## config.mk

```make
export PLATFORM = sky130hd
export DESIGN_NAME = server_hello_key_share_parser
export DESIGN_NICKNAME = d
export VERILOG_FILES = /design/src/sv/shsp_pkg.sv /design/src/sv/shsp_parser.sv /design/src/sv/shsp_outq.sv /design/src/sv/server_hello_key_share_parser.sv
export SDC_FILE = /design/constraint.sdc
export NUM_CORES = 1
export LEC_CHECK = 0
export BUFFER_PORTS_ARGS = -buffer_cell sky130_fd_sc_hd__buf_2
export CAP_MARGIN = 0
export CORE_UTILIZATION = 55
export CTS_CLUSTER_DIAMETER = 30
export DETAILED_ROUTE_END_ITERATION = 8
export PLACE_DENSITY = 0.75
export REMOVE_ABC_BUFFERS = 1
export SLEW_MARGIN = 20
export SYNTH_ARGS = -nofsm -noshare
export SYNTH_HDL_FRONTEND = slang
export SYNTH_HIERARCHICAL = 1
export SYNTH_SLANG_ARGS = --single-unit
```

## constraint.sdc

```tcl
create_clock -name clk -period 4.5 [get_ports clk]
set_input_delay 0.225 -clock clk [delete_from_list [all_inputs] [get_ports clk]]
set_output_delay 0.225 -clock clk [all_outputs]
set_load 0.02 [all_outputs]
```

## src/sv/shsp_pkg.sv

```systemverilog
package shsp_pkg;

    localparam int unsigned FIXED_LEN = 2 + 32 + 1;
    localparam int unsigned POS_W = 6;
    localparam logic [15:0] KEY_SHARE_TYPE = 16'h0033;
    localparam int unsigned QUEUE_DEPTH = 4;
    localparam int unsigned QPTR_W = 2;
    localparam int unsigned QCNT_W = 3;

    typedef enum logic [2:0] {
        PH_HEAD    = 3'd0,
        PH_SID     = 3'd1,
        PH_SUITE   = 3'd2,
        PH_COMP    = 3'd3,
        PH_EXTLEN  = 3'd4,
        PH_EXTHDR  = 3'd5,
        PH_EXTSKIP = 3'd6,
        PH_KSHARE  = 3'd7
    } shsp_phase_t;

    typedef enum logic [2:0] {
        ST_OK          = 3'd0,
        ST_TOO_SHORT   = 3'd1,
        ST_TRUNCATED   = 3'd2,
        ST_NO_EXT      = 3'd3,
        ST_EXT_OVERFLOW = 3'd4,
        ST_KEY_MISSING = 3'd5
    } shsp_status_t;

    localparam logic KIND_KEY = 1'b0;
    localparam logic KIND_VERDICT = 1'b1;

    typedef struct packed {
        logic        result_kind;
        logic [7:0]  key_byte;
        logic [15:0] cipher_suite;
        logic [2:0]  status;
        logic        final_flag;
    } shsp_result_t;

    typedef struct packed {
        logic         key_push;
        logic         verdict_push;
        shsp_result_t key_res;
        shsp_result_t verdict_res;
    } shsp_push_t;

endpackage

```

## src/sv/shsp_parser.sv

```systemverilog
module shsp_parser (
    input  logic                clk,
    input  logic                rst_n,
    input  logic                take,
    input  logic [7:0]          body_byte,
    input  logic                end_of_body,
    output shsp_pkg::shsp_push_t push
);
    import shsp_pkg::*;

    logic [POS_W-1:0] pos_reg, pos_next;
    shsp_phase_t      phase_reg, phase_next;
    logic [15:0]      skip_reg, skip_next;
    logic [15:0]      suite_reg, suite_next;
    logic [15:0]      ext_end_reg, ext_end_next;
    logic [31:0]      hdr_reg, hdr_next;
    logic [15:0]      key_left_reg, key_left_next;
    logic             key_seen_reg, key_seen_next;
    logic             scan_done_reg, scan_done_next;

    logic [15:0]      ee_dec;
    logic [15:0]      skip_dec;
    logic [15:0]      kl_dec;
    logic [15:0]      kl_new;
    logic [31:0]      hdr_new;
    logic [15:0]      elen;
    logic             emit_key;
    shsp_status_t     verdict;

    always_comb
    begin
        ee_dec   = ((phase_reg >= PH_EXTHDR) && (ext_end_reg != 16'd0)) ?
                   ext_end_reg - 16'd1 : ext_end_reg;
        skip_dec = (skip_reg != 16'd0) ? skip_reg - 16'd1 : skip_reg;
        kl_dec   = (key_left_reg != 16'd0) ? key_left_reg - 16'd1 : key_left_reg;
        hdr_new  = {hdr_reg[23:0], body_byte};
        elen     = hdr_new[15:0];
        kl_new   = key_left_reg;
        emit_key = 1'b0;

        pos_next       = pos_reg;
        phase_next     = phase_reg;
        skip_next      = skip_reg;
        suite_next     = suite_reg;
        ext_end_next   = ee_dec;
        hdr_next       = hdr_reg;
        key_left_next  = key_left_reg;
        key_seen_next  = key_seen_reg;
        scan_done_next = scan_done_reg;

        if (!((phase_reg >= PH_EXTHDR) && scan_done_reg))
        begin
            case (phase_reg)
                PH_HEAD:
                begin
                    if (pos_reg == POS_W'(FIXED_LEN - 1))
                    begin
                        skip_next  = {8'h00, body_byte};
                        pos_next   = '0;
                        phase_next = (body_byte != 8'h00) ? PH_SID : PH_SUITE;
                    end
                    else
                    begin
                        pos_next = pos_reg + POS_W'(1);
                    end
                end
                PH_SID, PH_COMP:
                begin
                    skip_next = skip_dec;
                    if (skip_dec == 16'd0)
                    begin
                        phase_next = (phase_reg == PH_SID) ? PH_SUITE : PH_EXTLEN;
                        pos_next   = '0;
                    end
                end
                PH_SUITE:
                begin
                    if (pos_reg == POS_W'(0))
                    begin
                        suite_next = {body_byte, 8'h00};
                        pos_next   = POS_W'(1);
                    end
                    else if (pos_reg == POS_W'(1))
                    begin
                        suite_next = {suite_reg[15:8], body_byte};
                        pos_next   = POS_W'(2);
                    end
                    else
                    begin
                        skip_next  = {8'h00, body_byte};
                        pos_next   = '0;
                        phase_next = (body_byte != 8'h00) ? PH_COMP : PH_EXTLEN;
                    end
                end
                PH_EXTLEN:
                begin
                    if (pos_reg == POS_W'(0))
                    begin
                        ext_end_next = {body_byte, 8'h00};
                        pos_next     = POS_W'(1);
                    end
                    else
                    begin
                        ext_end_next = {ext_end_reg[15:8], body_byte};
                        phase_next   = PH_EXTHDR;
                        pos_next     = '0;
                        if ({ext_end_reg[15:8], body_byte} < 16'd4)
                            scan_done_next = 1'b1;
                    end
                end
                PH_EXTHDR:
                begin
                    hdr_next = hdr_new;
                    pos_next = pos_reg + POS_W'(1);
                    if (pos_reg >= POS_W'(3))
                    begin
                        pos_next = '0;
                        if (elen > ee_dec)
                        begin
                            scan_done_next = 1'b1;
                        end
                        else if ((hdr_new[31:16] == KEY_SHARE_TYPE) && (elen >= 16'd4))
                        begin
                            skip_next  = elen;
                            phase_next = PH_KSHARE;
                        end
                        else if (elen == 16'd0)
                        begin
                            if (ee_dec < 16'd4)
                                scan_done_next = 1'b1;
                        end
                        else
                        begin
                            skip_next  = elen;
                            phase_next = PH_EXTSKIP;
                        end
                    end
                end
                PH_EXTSKIP:
                begin
                    skip_next = skip_dec;
                    if (skip_dec == 16'd0)
                    begin
                        phase_next = PH_EXTHDR;
                        pos_next   = '0;
                        if (ee_dec < 16'd4)
                            scan_done_next = 1'b1;
                    end
                end
                PH_KSHARE:
                begin
                    if (pos_reg < POS_W'(4))
                    begin
                        if (pos_reg == POS_W'(2))
                            kl_new = {body_byte, 8'h00};
                        else if (pos_reg == POS_W'(3))
                            kl_new = {key_left_reg[15:8], body_byte};
                        key_left_next = kl_new;
                        pos_next      = pos_reg + POS_W'(1);
                        if (pos_reg == POS_W'(3))
                        begin
                            if ((kl_new == 16'd0) ||
                                ({1'b0, skip_reg} < (17'd4 + {1'b0, kl_new})))
                            begin
                                key_left_next  = 16'd0;
                                scan_done_next = 1'b1;
                            end
                        end
                    end
                    else
                    begin
                        emit_key      = 1'b1;
                        key_seen_next = 1'b1;
                        key_left_next = kl_dec;
                        if (kl_dec == 16'd0)
                            scan_done_next = 1'b1;
                    end
                end
                default:
                begin
                    phase_next = phase_reg;
                end
            endcase
        end

        if (phase_next == PH_HEAD)
            verdict = ST_TOO_SHORT;
        else if ((phase_next == PH_SID) || (phase_next == PH_SUITE))
            verdict = ST_TRUNCATED;
        else if ((phase_next == PH_COMP) || (phase_next == PH_EXTLEN))
            verdict = ST_NO_EXT;
        else if (ext_end_next != 16'd0)
            verdict = ST_EXT_OVERFLOW;
        else if (key_seen_next)
            verdict = ST_OK;
        else
            verdict = ST_KEY_MISSING;

        push.key_push                 = take && emit_key;
        push.key_res.result_kind      = KIND_KEY;
        push.key_res.key_byte         = body_byte;
        push.key_res.cipher_suite     = 16'h0000;
        push.key_res.status           = ST_OK;
        push.key_res.final_flag       = 1'b0;
        push.verdict_push             = take && end_of_body;
        push.verdict_res.result_kind  = KIND_VERDICT;
        push.verdict_res.key_byte     = 8'h00;
        push.verdict_res.cipher_suite =
            ((verdict == ST_TOO_SHORT) || (verdict == ST_TRUNCATED)) ? 16'h0000 : suite_next;
        push.verdict_res.status       = verdict;
        push.verdict_res.final_flag   = 1'b1;

        if (end_of_body)
        begin
            pos_next       = '0;
            phase_next     = PH_HEAD;
            skip_next      = 16'd0;
            suite_next     = 16'd0;
            ext_end_next   = 16'd0;
            hdr_next       = 32'd0;
            key_left_next  = 16'd0;
            key_seen_next  = 1'b0;
            scan_done_next = 1'b0;
        end
    end

    always_ff @(posedge clk or negedge rst_n)
    begin
        if (!rst_n)
        begin
            pos_reg       <= '0;
            phase_reg     <= PH_HEAD;
            skip_reg      <= 16'd0;
            suite_reg     <= 16'd0;
            ext_end_reg   <= 16'd0;
            hdr_reg       <= 32'd0;
            key_left_reg  <= 16'd0;
            key_seen_reg  <= 1'b0;
            scan_done_reg <= 1'b0;
        end
        else if (take)
        begin
            pos_reg       <= pos_next;
            phase_reg     <= phase_next;
            skip_reg      <= skip_next;
            suite_reg     <= suite_next;
            ext_end_reg   <= ext_end_next;
            hdr_reg       <= hdr_next;
            key_left_reg  <= key_left_next;
            key_seen_reg  <= key_seen_next;
            scan_done_reg <= scan_done_next;
        end
    end

endmodule

```

## src/sv/shsp_outq.sv

```systemverilog
module shsp_outq (
    input  logic                   clk,
    input  logic                   rst_n,
    input  shsp_pkg::shsp_push_t   push,
    output logic                   room,
    output logic                   out_valid,
    input  logic                   out_ready,
    output shsp_pkg::shsp_result_t head
);
    import shsp_pkg::*;

    shsp_result_t      mem [QUEUE_DEPTH];
    logic [QPTR_W-1:0] wr_ptr_reg, wr_ptr_next;
    logic [QPTR_W-1:0] rd_ptr_reg, rd_ptr_next;
    logic [QCNT_W-1:0] count_reg, count_next;
    logic [QPTR_W-1:0] verdict_slot;
    logic              pop;
    logic [QCNT_W-1:0] n_push;

    always_comb
    begin
        pop          = out_valid && out_ready;
        n_push       = QCNT_W'(push.key_push) + QCNT_W'(push.verdict_push);
        verdict_slot = wr_ptr_reg + QPTR_W'(push.key_push);
        wr_ptr_next  = wr_ptr_reg + n_push[QPTR_W-1:0];
        rd_ptr_next  = rd_ptr_reg + QPTR_W'(pop);
        count_next   = count_reg + n_push - QCNT_W'(pop);
    end

    assign out_valid = (count_reg != '0);
    assign room      = (count_reg <= QCNT_W'(QUEUE_DEPTH - 2));
    assign head      = mem[rd_ptr_reg];

    always_ff @(posedge clk)
    begin
        if (push.key_push)
            mem[wr_ptr_reg] <= push.key_res;
        if (push.verdict_push)
            mem[verdict_slot] <= push.verdict_res;
    end

    always_ff @(posedge clk or negedge rst_n)
    begin
        if (!rst_n)
        begin
            wr_ptr_reg <= '0;
            rd_ptr_reg <= '0;
            count_reg  <= '0;
        end
        else
        begin
            wr_ptr_reg <= wr_ptr_next;
            rd_ptr_reg <= rd_ptr_next;
            count_reg  <= count_next;
        end
    end

endmodule

```

## src/sv/server_hello_key_share_parser.sv

```systemverilog
// each result enters the output queue when its byte is taken, behind any earlier results
// throughput: one byte per cycle while in_ready is high; a key byte that is also the
// last byte gives two results, which leave the four-entry output queue one at a time
// in_ready drops while the output queue holds more than two results
// reset: asynchronous, clears the parse state to the fixed header phase and empties the queue
module server_hello_key_share_parser (
    input  logic        clk,
    input  logic        rst_n,
    input  logic        in_valid,
    output logic        in_ready,
    input  logic [7:0]  body_byte,
    input  logic        end_of_body,
    output logic        out_valid,
    input  logic        out_ready,
    output logic        result_kind,
    output logic [7:0]  key_byte,
    output logic [15:0] cipher_suite,
    output logic [2:0]  status,
    output logic        final_flag
);
    import shsp_pkg::*;

    shsp_push_t   push;
    shsp_result_t head;
    logic         room;
    logic         take;

    assign in_ready = room;
    assign take     = in_valid && room;

    shsp_parser u_parser (
        .clk         (clk),
        .rst_n       (rst_n),
        .take        (take),
        .body_byte   (body_byte),
        .end_of_body (end_of_body),
        .push        (push)
    );

    shsp_outq u_outq (
        .clk       (clk),
        .rst_n     (rst_n),
        .push      (push),
        .room      (room),
        .out_valid (out_valid),
        .out_ready (out_ready),
        .head      (head)
    );

    assign result_kind  = head.result_kind;
    assign key_byte     = head.key_byte;
    assign cipher_suite = head.cipher_suite;
    assign status       = head.status;
    assign final_flag   = head.final_flag;

    // stalled input means results are waiting
    a_stall_has_output: assert property (@(posedge clk) disable iff (!rst_n)
        !in_ready |-> out_valid)
        else $error("input stalled with empty output queue");

    a_key_fields: assert property (@(posedge clk) disable iff (!rst_n)
        (out_valid && (result_kind == KIND_KEY)) |->
        ((status == ST_OK) && (cipher_suite == 16'h0000) && !final_flag))
        else $error("key transaction carries verdict fields");

    a_verdict_fields: assert property (@(posedge clk) disable iff (!rst_n)
        (out_valid && (result_kind == KIND_VERDICT)) |->
        ((key_byte == 8'h00) && final_flag && (status <= ST_KEY_MISSING)))
        else $error("malformed verdict transaction");

endmodule
```

==> results of run 1 <==
## path summary, 6_finish.rpt
| path | from | to | slack [ps] | depth (start not counted) |
|---|---|---|---|---|
| min in group asynchronous | rst_n | u_parser/key_left_reg[5] | 310 | 2 |
| max reg2reg | u_parser/ext_end_reg[7] | u_outq/mem[0][4] | -290 | 17 |
| max | u_parser/ext_end_reg[7] | u_outq/mem[0][4] | -290 | 17 |
| min | out_ready | u_outq/rd_ptr_reg[0] | 50 | 3 |
| max in group asynchronous | rst_n | u_parser/ext_end_reg[14] | 3060 | 3 |
| min reg2reg | u_parser/hdr_reg[12] | u_parser/hdr_reg[20] | 510 | 1 |
## cell type report
class / count / area, sq um / share of cell area, %
timing repair buffer: 220 / 1640 / 8.60
multi-input combinational: 1033 / 8770 / 46.1
tap: 335 / 419 / 2.20
sequential: 222 / 6140 / 32.2
inverter: 41 / 154 / 0.808
clock buffer: 66 / 1470 / 7.70
clock inverter: 34 / 454 / 2.39
## worst max-delay path: stages, from the launching register on
cell	delay (ps)
dfrtp_1	370
or4_4	560
or4_4	440
nor3b_4	260
xnor2_2	130
ha_1	330
a21o_1	240
a31oi_1	170
o31ai_1	100
a2111oi_2	310
buf_4	190
a21oi_4	60
o41ai_4	310
o211ai_2	180
a21oi_4	310
buf_12	210
nor2_4	60
mux2_4	300
## per-stage QoR
stage | hold WS [ps] | setup WS, ps | setup TNS (ps) | power [W] | utilization [%]
floorplan | -70.6 | -3010 | -397180 | 0.00680 | -
detailed placement | 391 | -559 | -48560 | 0.00905 | 61.1
finish | 48.6 | -285 | -20990 | 0.0144 | 72.6
CTS | 41.5 | -190 | -11240 | 0.0137 | 70.8
global placement | 388 | -482 | -41360 | 0.00894 | 61.1
global route | 71.4 | -401 | -33410 | 0.0150 | 72.6
## layer usage
metal,vias to the layer above,GRT usage (%),part of all wire (%),wire length [um]
li1,5696,-,-,-
met1,6448,42.7,38,18000
met2,922,54.1,47,22200
met3,231,6.53,9.8,4650
met4,0,16.4,5.1,2420
met5,-,0,0,0
## cell families (layout without fill, tap and decap cells)
logic type / after synthesis / count (layout) / synth area share [%]
AOI/OAI and AO/OA: 363 / 365 / 17.3
xor gates and xnor gates: 33 / 33 / 2.00
buffers and inverters: 166 / 361 / 5.83
muxes: 170 / 170 / 15.7
and+or+nand+nor: 386 / 386 / 13.5
other: 2 / 31 / 0.0508
adders and majority gates: 48 / 48 / 4.11
DFF: 222 / 222 / 41.5
## power groups by stage
| stage | registers, W | clock network [W] | logic (W) |
|---|---|---|---|
| 3_5_place_dp | 0.00288 | 0 | 0.00617 |
| 3_3_place_gp | 0.00287 | 0 | 0.00607 |
| 6_report | 0.00289 | 0.00402 | 0.00748 |
| 5_1_grt | 0.00292 | 0.00416 | 0.00792 |
| 4_1_cts | 0.00286 | 0.00404 | 0.00681 |
| 2_1_floorplan | 0.00286 | 0 | 0.00394 |
## synthesized netlist by cell type (all sizes together), types with 18 or more instances
cell       n  share of area [%]
o21ai     75                2.5
dfrtp    106                 18
nand2     70                1.8
a22oi     31                1.6
a22o      26                1.5
o2bb2ai   30                1.8
nand3     29               0.98
xnor2     18                1.1
nor4      25                1.1
clkbuf    61                1.6
ha        47                4.0
buf       64                3.2
nor2      96                2.5
edfxtp   116                 24
inv       39               0.99
mux2     121                 10
nor3      44                1.5
mux4      29                4.4
mux2i     20                1.4
a21oi     62                2.2
## repair_timing
action                                  CTS  global route
endpoints found under the setup margin  109           109
buffers inserted                         19            13
cloned                                    1             2
hold endpoints to repair                 60             0
gates resized for setup                 114            93
hold buffers                              1             0
pin swaps                                42            43
==> out/summary.txt, run 1 <==
Pin count of the biggest net entering global routing - 62
Fin. Hold Viols - 0
Most common cell after layout, fill and taps aside - buf_4
Share of layout cells above drive strength 1 - 36.1%
Library cells used by synthesis - 88
Failing checks - design-rule violations, negative setup slack
Rel. slew slack - 31.9%
Ys async rst share - 47.7%
1st-pass router iterations - 9
Crit path kind - register to register
Switching share of power - 41.6%
GRT Resource Usage Total - 33.3%
Int Pwr - 0.00840 W
Count of final setup violators - 100
Synthesis Warnings - 6
Fin crit share - 106%
Seq/Total Area, Yosys - 41.5%
Maxcap violations - 0
Total grt overflow - 0
# rows - 59
TritonCTS clock tree - built
H-Tree Depth - 2
DR vias - 13300
Final #Nets - 1632
Max-slew violations - 0
Status - finished with violations
Worst path required time - 4820 ps
Clock network power share - 28.0%
Fillers - 1698
Post-synth top flop - edfxtp_1
Starting Density - 56.5%
CP max FO - 8
Worst slew pin tran - 1020 ps
Core Footprint - 0.0262 sq mm
Die W - 166 um
Max Clock Freq - 0.209 GHz
Clock Latency Late Sink - 570 ps
DR WL/cell - 24.2 um
DP HPWL - 28.0 mm
Design area - 0.0190 sq mm
Clock-pin slew on the worst setup and hold paths - 60 ps
Most frequent cells in the layout - buf_4, edfxtp_1, dfrtp_1
Die area - 0.0276 sq mm
CTS root buffer - clkbuf_16
I/O pin total - 44
GP Congestion - 0.986
Final WL - 47.3 mm
ANT nets after route - 0
Dpl cells - 1818
Pwr dens - 756 mW/mm^2
# DRC - 3
First-pass GRT wire length - 72.3 mm
Die height - 166 um
CP endpoint kind - register
Register bit total from synthesis - 222
Total CTS buffers - 53
Synthesis-to-layout area growth - 28.7%
P_leak - 7.89 nW
Initial DRC count - 1555
Layout Cells excl Fill - 1951
Clk buf depth - 3
Switching Power - 0.00599 W
Crit start category - register
Worst Skew - 24.9 ps
Worst vdd ir - 574 uV
Mean Syn Cell Area - 10.6 sq um
Antenna diode count - 0
Unrepaired setup endpoints after global routing - true
Number of global-route vias before repair - 13100
Vias per Instance - 6.82
Register share of total power - 20.1%
Arrival @ worst endpoint - 5100 ps
EDFF count, synth - 116
Fin crit period - 4790 ps
Combinational power share - 52.0%
Final setup margin - -285 ps
Cell Area, Synth - 0.0148 sq mm
Antenna violations before repair - 0
Placement Cell Area - 0.0160 sq mm
PortBufs - 43
Largest register FFs - 116
Hold WC Path Type - input port to register
Clock Sinks - 222
Syn Inst Count - 1390
(Power assumes the default switching activity.)
==> run 2: changes to the inputs <==
BUFFER_PORTS_ARGS = -buffer_cell sky130_fd_sc_hd__buf_4   (was -buffer_cell sky130_fd_sc_hd__buf_2)
SKIP_CTS_REPAIR_TIMING = 1   (was not set)
SYNTH_HIERARCHICAL = not set   (was 1)
==> run 2 against run 1 <==
Against the previous run:
- the run ends with negative setup slack left
- non-clock buffer count down 34
- sequential share of layout area rose by 1.6 points
- cell area down 12%
- count of clock-buffer cells in the layout is 15 lower
- combinational power is 74% lower
- clock power fell by 20%
- first-iteration DRC count decreased by 24%
- via count down 9.1%
- clock skew rose by 2.9 ps
- global-route usage decreased by 1.8 points
- register-to-register slack improved by 40 ps
- sequential power shrank 20%
- critical endpoint is now u_outq.mem[3][1]
- highest routed layer unchanged
==> out/summary.txt, run 2 <==
Setup TNS - -13960 ps (+7030 ps)
Antenna violations before repair - 0 (unchanged)
Status - finished with violations
Rel. slew slack - 16.6% (-15 points)
Placement Cell Area - 0.0147 sq mm (-8.3%)
Synthesis-to-layout area growth - 25.3%
Crit start category - register
Number of global-route vias before repair - 11500 (-13%)
TritonCTS clock tree - built
Post-synth top flop - dfrtp_1
# DRC - 0 (-3)
PortBufs - 43 (unchanged)
Register-to-register setup slack - -250 ps (+40 ps)
RR Startpoint - u_parser.ext_end_reg[1]
Failing checks - negative setup slack
Die W - 158 um (-5.0%)
Post-synth top cells - nor2_1, nand2_1, dfrtp_1
Clock-pin slew on the worst setup and hold paths - 50 ps (about the same)
Count leader, synth - nor2_1
Fin crit share - 105% (-0.88 points)
I/O pin total - 44 (unchanged)
Met2 Use GR - 51.6% (-2.4 points)
CTS root buffer - clkbuf_16
Worst Skew - 27.8 ps (+2.92 ps)
Starting Density - 56.5% (about the same)
Die area - 0.0249 sq mm (-9.7%)
FF-to-FF End - u_outq.mem[3][1]
Cell Chain, Critical Path - inv_2 > ha_4 > nor3b_4 > nand2_1 > o21ai_2 > mux2_2 > ha_1 > nor2b_1 > o211ai_1 > a21o_1 > or3b_2 > a32oi_4 > o22ai_2 > or4b_4 > a21boi_4 > buf_4 > a221oi_4 > nor2_1
Final setup margin - -246 ps (+39.6 ps)
Hold_sp - out_ready
Hold Crit Endpoint - u_outq.rd_ptr_reg[0]
Pwr dens - 449 mW/mm^2 (-41%)
CP max FO - 5 (-3)
EDFF count, synth - 76 (-34%)
Max-slew violations - 0 (unchanged)
Register bit total from synthesis - 218 (-1.8%)
GRT Resource Usage Total - 31.5% (-1.8 points)
Fin crit period - 4750 ps (-39.6 ps)
Clock Sinks - 218 (-1.8%)
DP HPWL - 25.3 mm (-9.4%)
Initial DRC count - 1189 (-24%)
Gr busiest metal - met2
Setup WS pre-CTS - -349 ps (+210 ps)
Unrepaired setup endpoints after global routing - true
Antenna diode count - 0 (unchanged)
Mean Syn Cell Area - 9.54 sq um (-10%)
Ys async rst share - 48.6% (+0.88 points)
Seq/Total Area, Yosys - 42.4% (+0.91 points)
Slowest cell delay on critical path - 590 ps (+30 ps)
Cell Area, Synth - 0.0133 sq mm (-9.8%)
Library cells used by synthesis - 98 (+11%)
Total CTS buffers - 43 (-19%)
GP Congestion - 0.966 (-2.0%)
Fin. Hold Viols - 0 (unchanged)
Core Footprint - 0.0236 sq mm (-9.9%)
1st-pass router iterations - 6 (-3)
Worst path required time - 4890 ps (+70 ps)
Worst hold path depth - 3 (unchanged)
Worst slew pin tran - 1240 ps (+221 ps)
Vias per Instance - 6.40 (-6.1%)
Pin count of the biggest net entering global routing - 56 (-9.7%)
Largest register FFs - 112 (-3.4%)
Final #Nets - 1599 (-2.0%)
Share of layout cells above drive strength 1 - 27.3% (-8.8 points)
Count of final setup violators - 76 (-24%)
Top area cells in the synthesized netlist - dfrtp_1, edfxtp_1, nor2_1, dfxtp_1, mux4_2
M1 GR Usage - 40.0% (-2.7 points)
First-pass GRT wire length - 60.4 mm (-16%)
Die height - 158 um (-5.0%)
P_leak - 7.02 nW (-11%)
Synthesis Warnings - 0 (-6)
Leading area contributor after synthesis - dfrtp_1
Arrival @ worst endpoint - 5130 ps (+30 ps)
Crit path kind - register to register
# rows - 56 (-5.1%)
DR vias - 12100 (-9.1%)
Layout Utilization - 70.8% (-1.8 points)
Worst vdd ir - 442 uV (-23%)
Max Clock Freq - 0.211 GHz (+0.84%)
Grt met3 use - 5.78% (-0.75 points)
Hold WC Path Type - input port to register
H-Tree Depth - 2 (unchanged)
DR WL/cell - 20.9 um (-14%)
Design area - 0.0167 sq mm (-12%)
CP endpoint kind - register
Syn Inst Count - 1399 (+0.65%)
Clock Latency Late Sink - 540 ps (-30 ps)
Total grt overflow - 0 (unchanged)
Clk buf depth - 3 (unchanged)
Top cell type's share of synthesized area - 19.9% (-3.7 points)
Most frequent cells in the layout - buf_4, nor2_1, nand2_1
Master of the slowest instance on the critical path - or4b_4
Maxcap violations - 0 (unchanged)
Most common cell after layout, fill and taps aside - buf_4
ANT nets after route - 0 (unchanged)
FF-to-FF path depth - 18 (+1)
Power after layout - 0.00750 W (-48%)
Final WL - 39.4 mm (-17%)
## run 2: area by class of cell
type | count | area (sq um)
Sequential cell | 218 | 5660
Clock inverter | 27 | 312
Fill cell | 1708 | 6900
Timing Repair Buffer | 186 | 1460
Inverter | 33 | 124
Tap cell | 319 | 399
Multi-Input combinational cell | 1054 | 7590
Clock buffer | 51 | 1170
## run 2: how the worst max path moves through the flow
stage | slack (ps) | startpoint | end | depth (start not counted)
2_1_floorplan | -1740 | u_parser.pos_reg[3] | u_parser.key_left_reg[0] | 22
3_3_place_gp | -230 | u_parser.ext_end_reg[0] | u_outq.mem[1][1] | 18
3_5_place_dp | -350 | u_parser.ext_end_reg[1] | u_outq.mem[2][1] | 18
4_1_cts | -470 | u_parser.ext_end_reg[0] | u_outq.mem[2][1] | 18
5_1_grt | -370 | u_parser.ext_end_reg[1] | u_outq.mem[3][1] | 19
6_report | -250 | u_parser.ext_end_reg[1] | u_outq.mem[3][1] | 18
## run 2: cell families after synthesis
logic type | synth area share, %
adder cells (fa/ha/maj) | 4.82
multiplexers | 8.31
AND/OR/NAND/NOR | 19.4
AO/OA/AOI/OAI | 18.6
flip-flops | 42.4
XOR/XNOR | 2.53
buffers and inverters | 3.93
## run 2: critical path: cells and delay by family, from the launching register on
family	cells	cell delay, ps
AND/OR/NAND/NOR	6	1690
AO/OA/AOI/OAI	7	1350
adder cells (fa/ha/maj)	2	450
flip-flops	1	410
multiplexers	1	400
buffers and inverters	2	310
## run 2: layer usage
layer	part of all wire [%]	up-vias
li1	-	5485
met1	39	5802
met2	47	660
met3	8.8	139
met4	4.4	0
met5	0	-
## run 2: through the flow
stage	hold WS, ps	std cells
6_report	64.9	1888
4_1_cts	-209	1872
3_5_place_dp	344	1794
5_1_grt	81.1	1888
2_1_floorplan	-70.6	1304
3_3_place_gp	345	1794
## run 2: report_power, final
| group | switching [W] | internal [W] |
|---|---|---|
| combinational | 0.00112 | 0.000842 |
| sequential | 0.000160 | 0.00215 |
| clock | 0.00111 | 0.00211 |
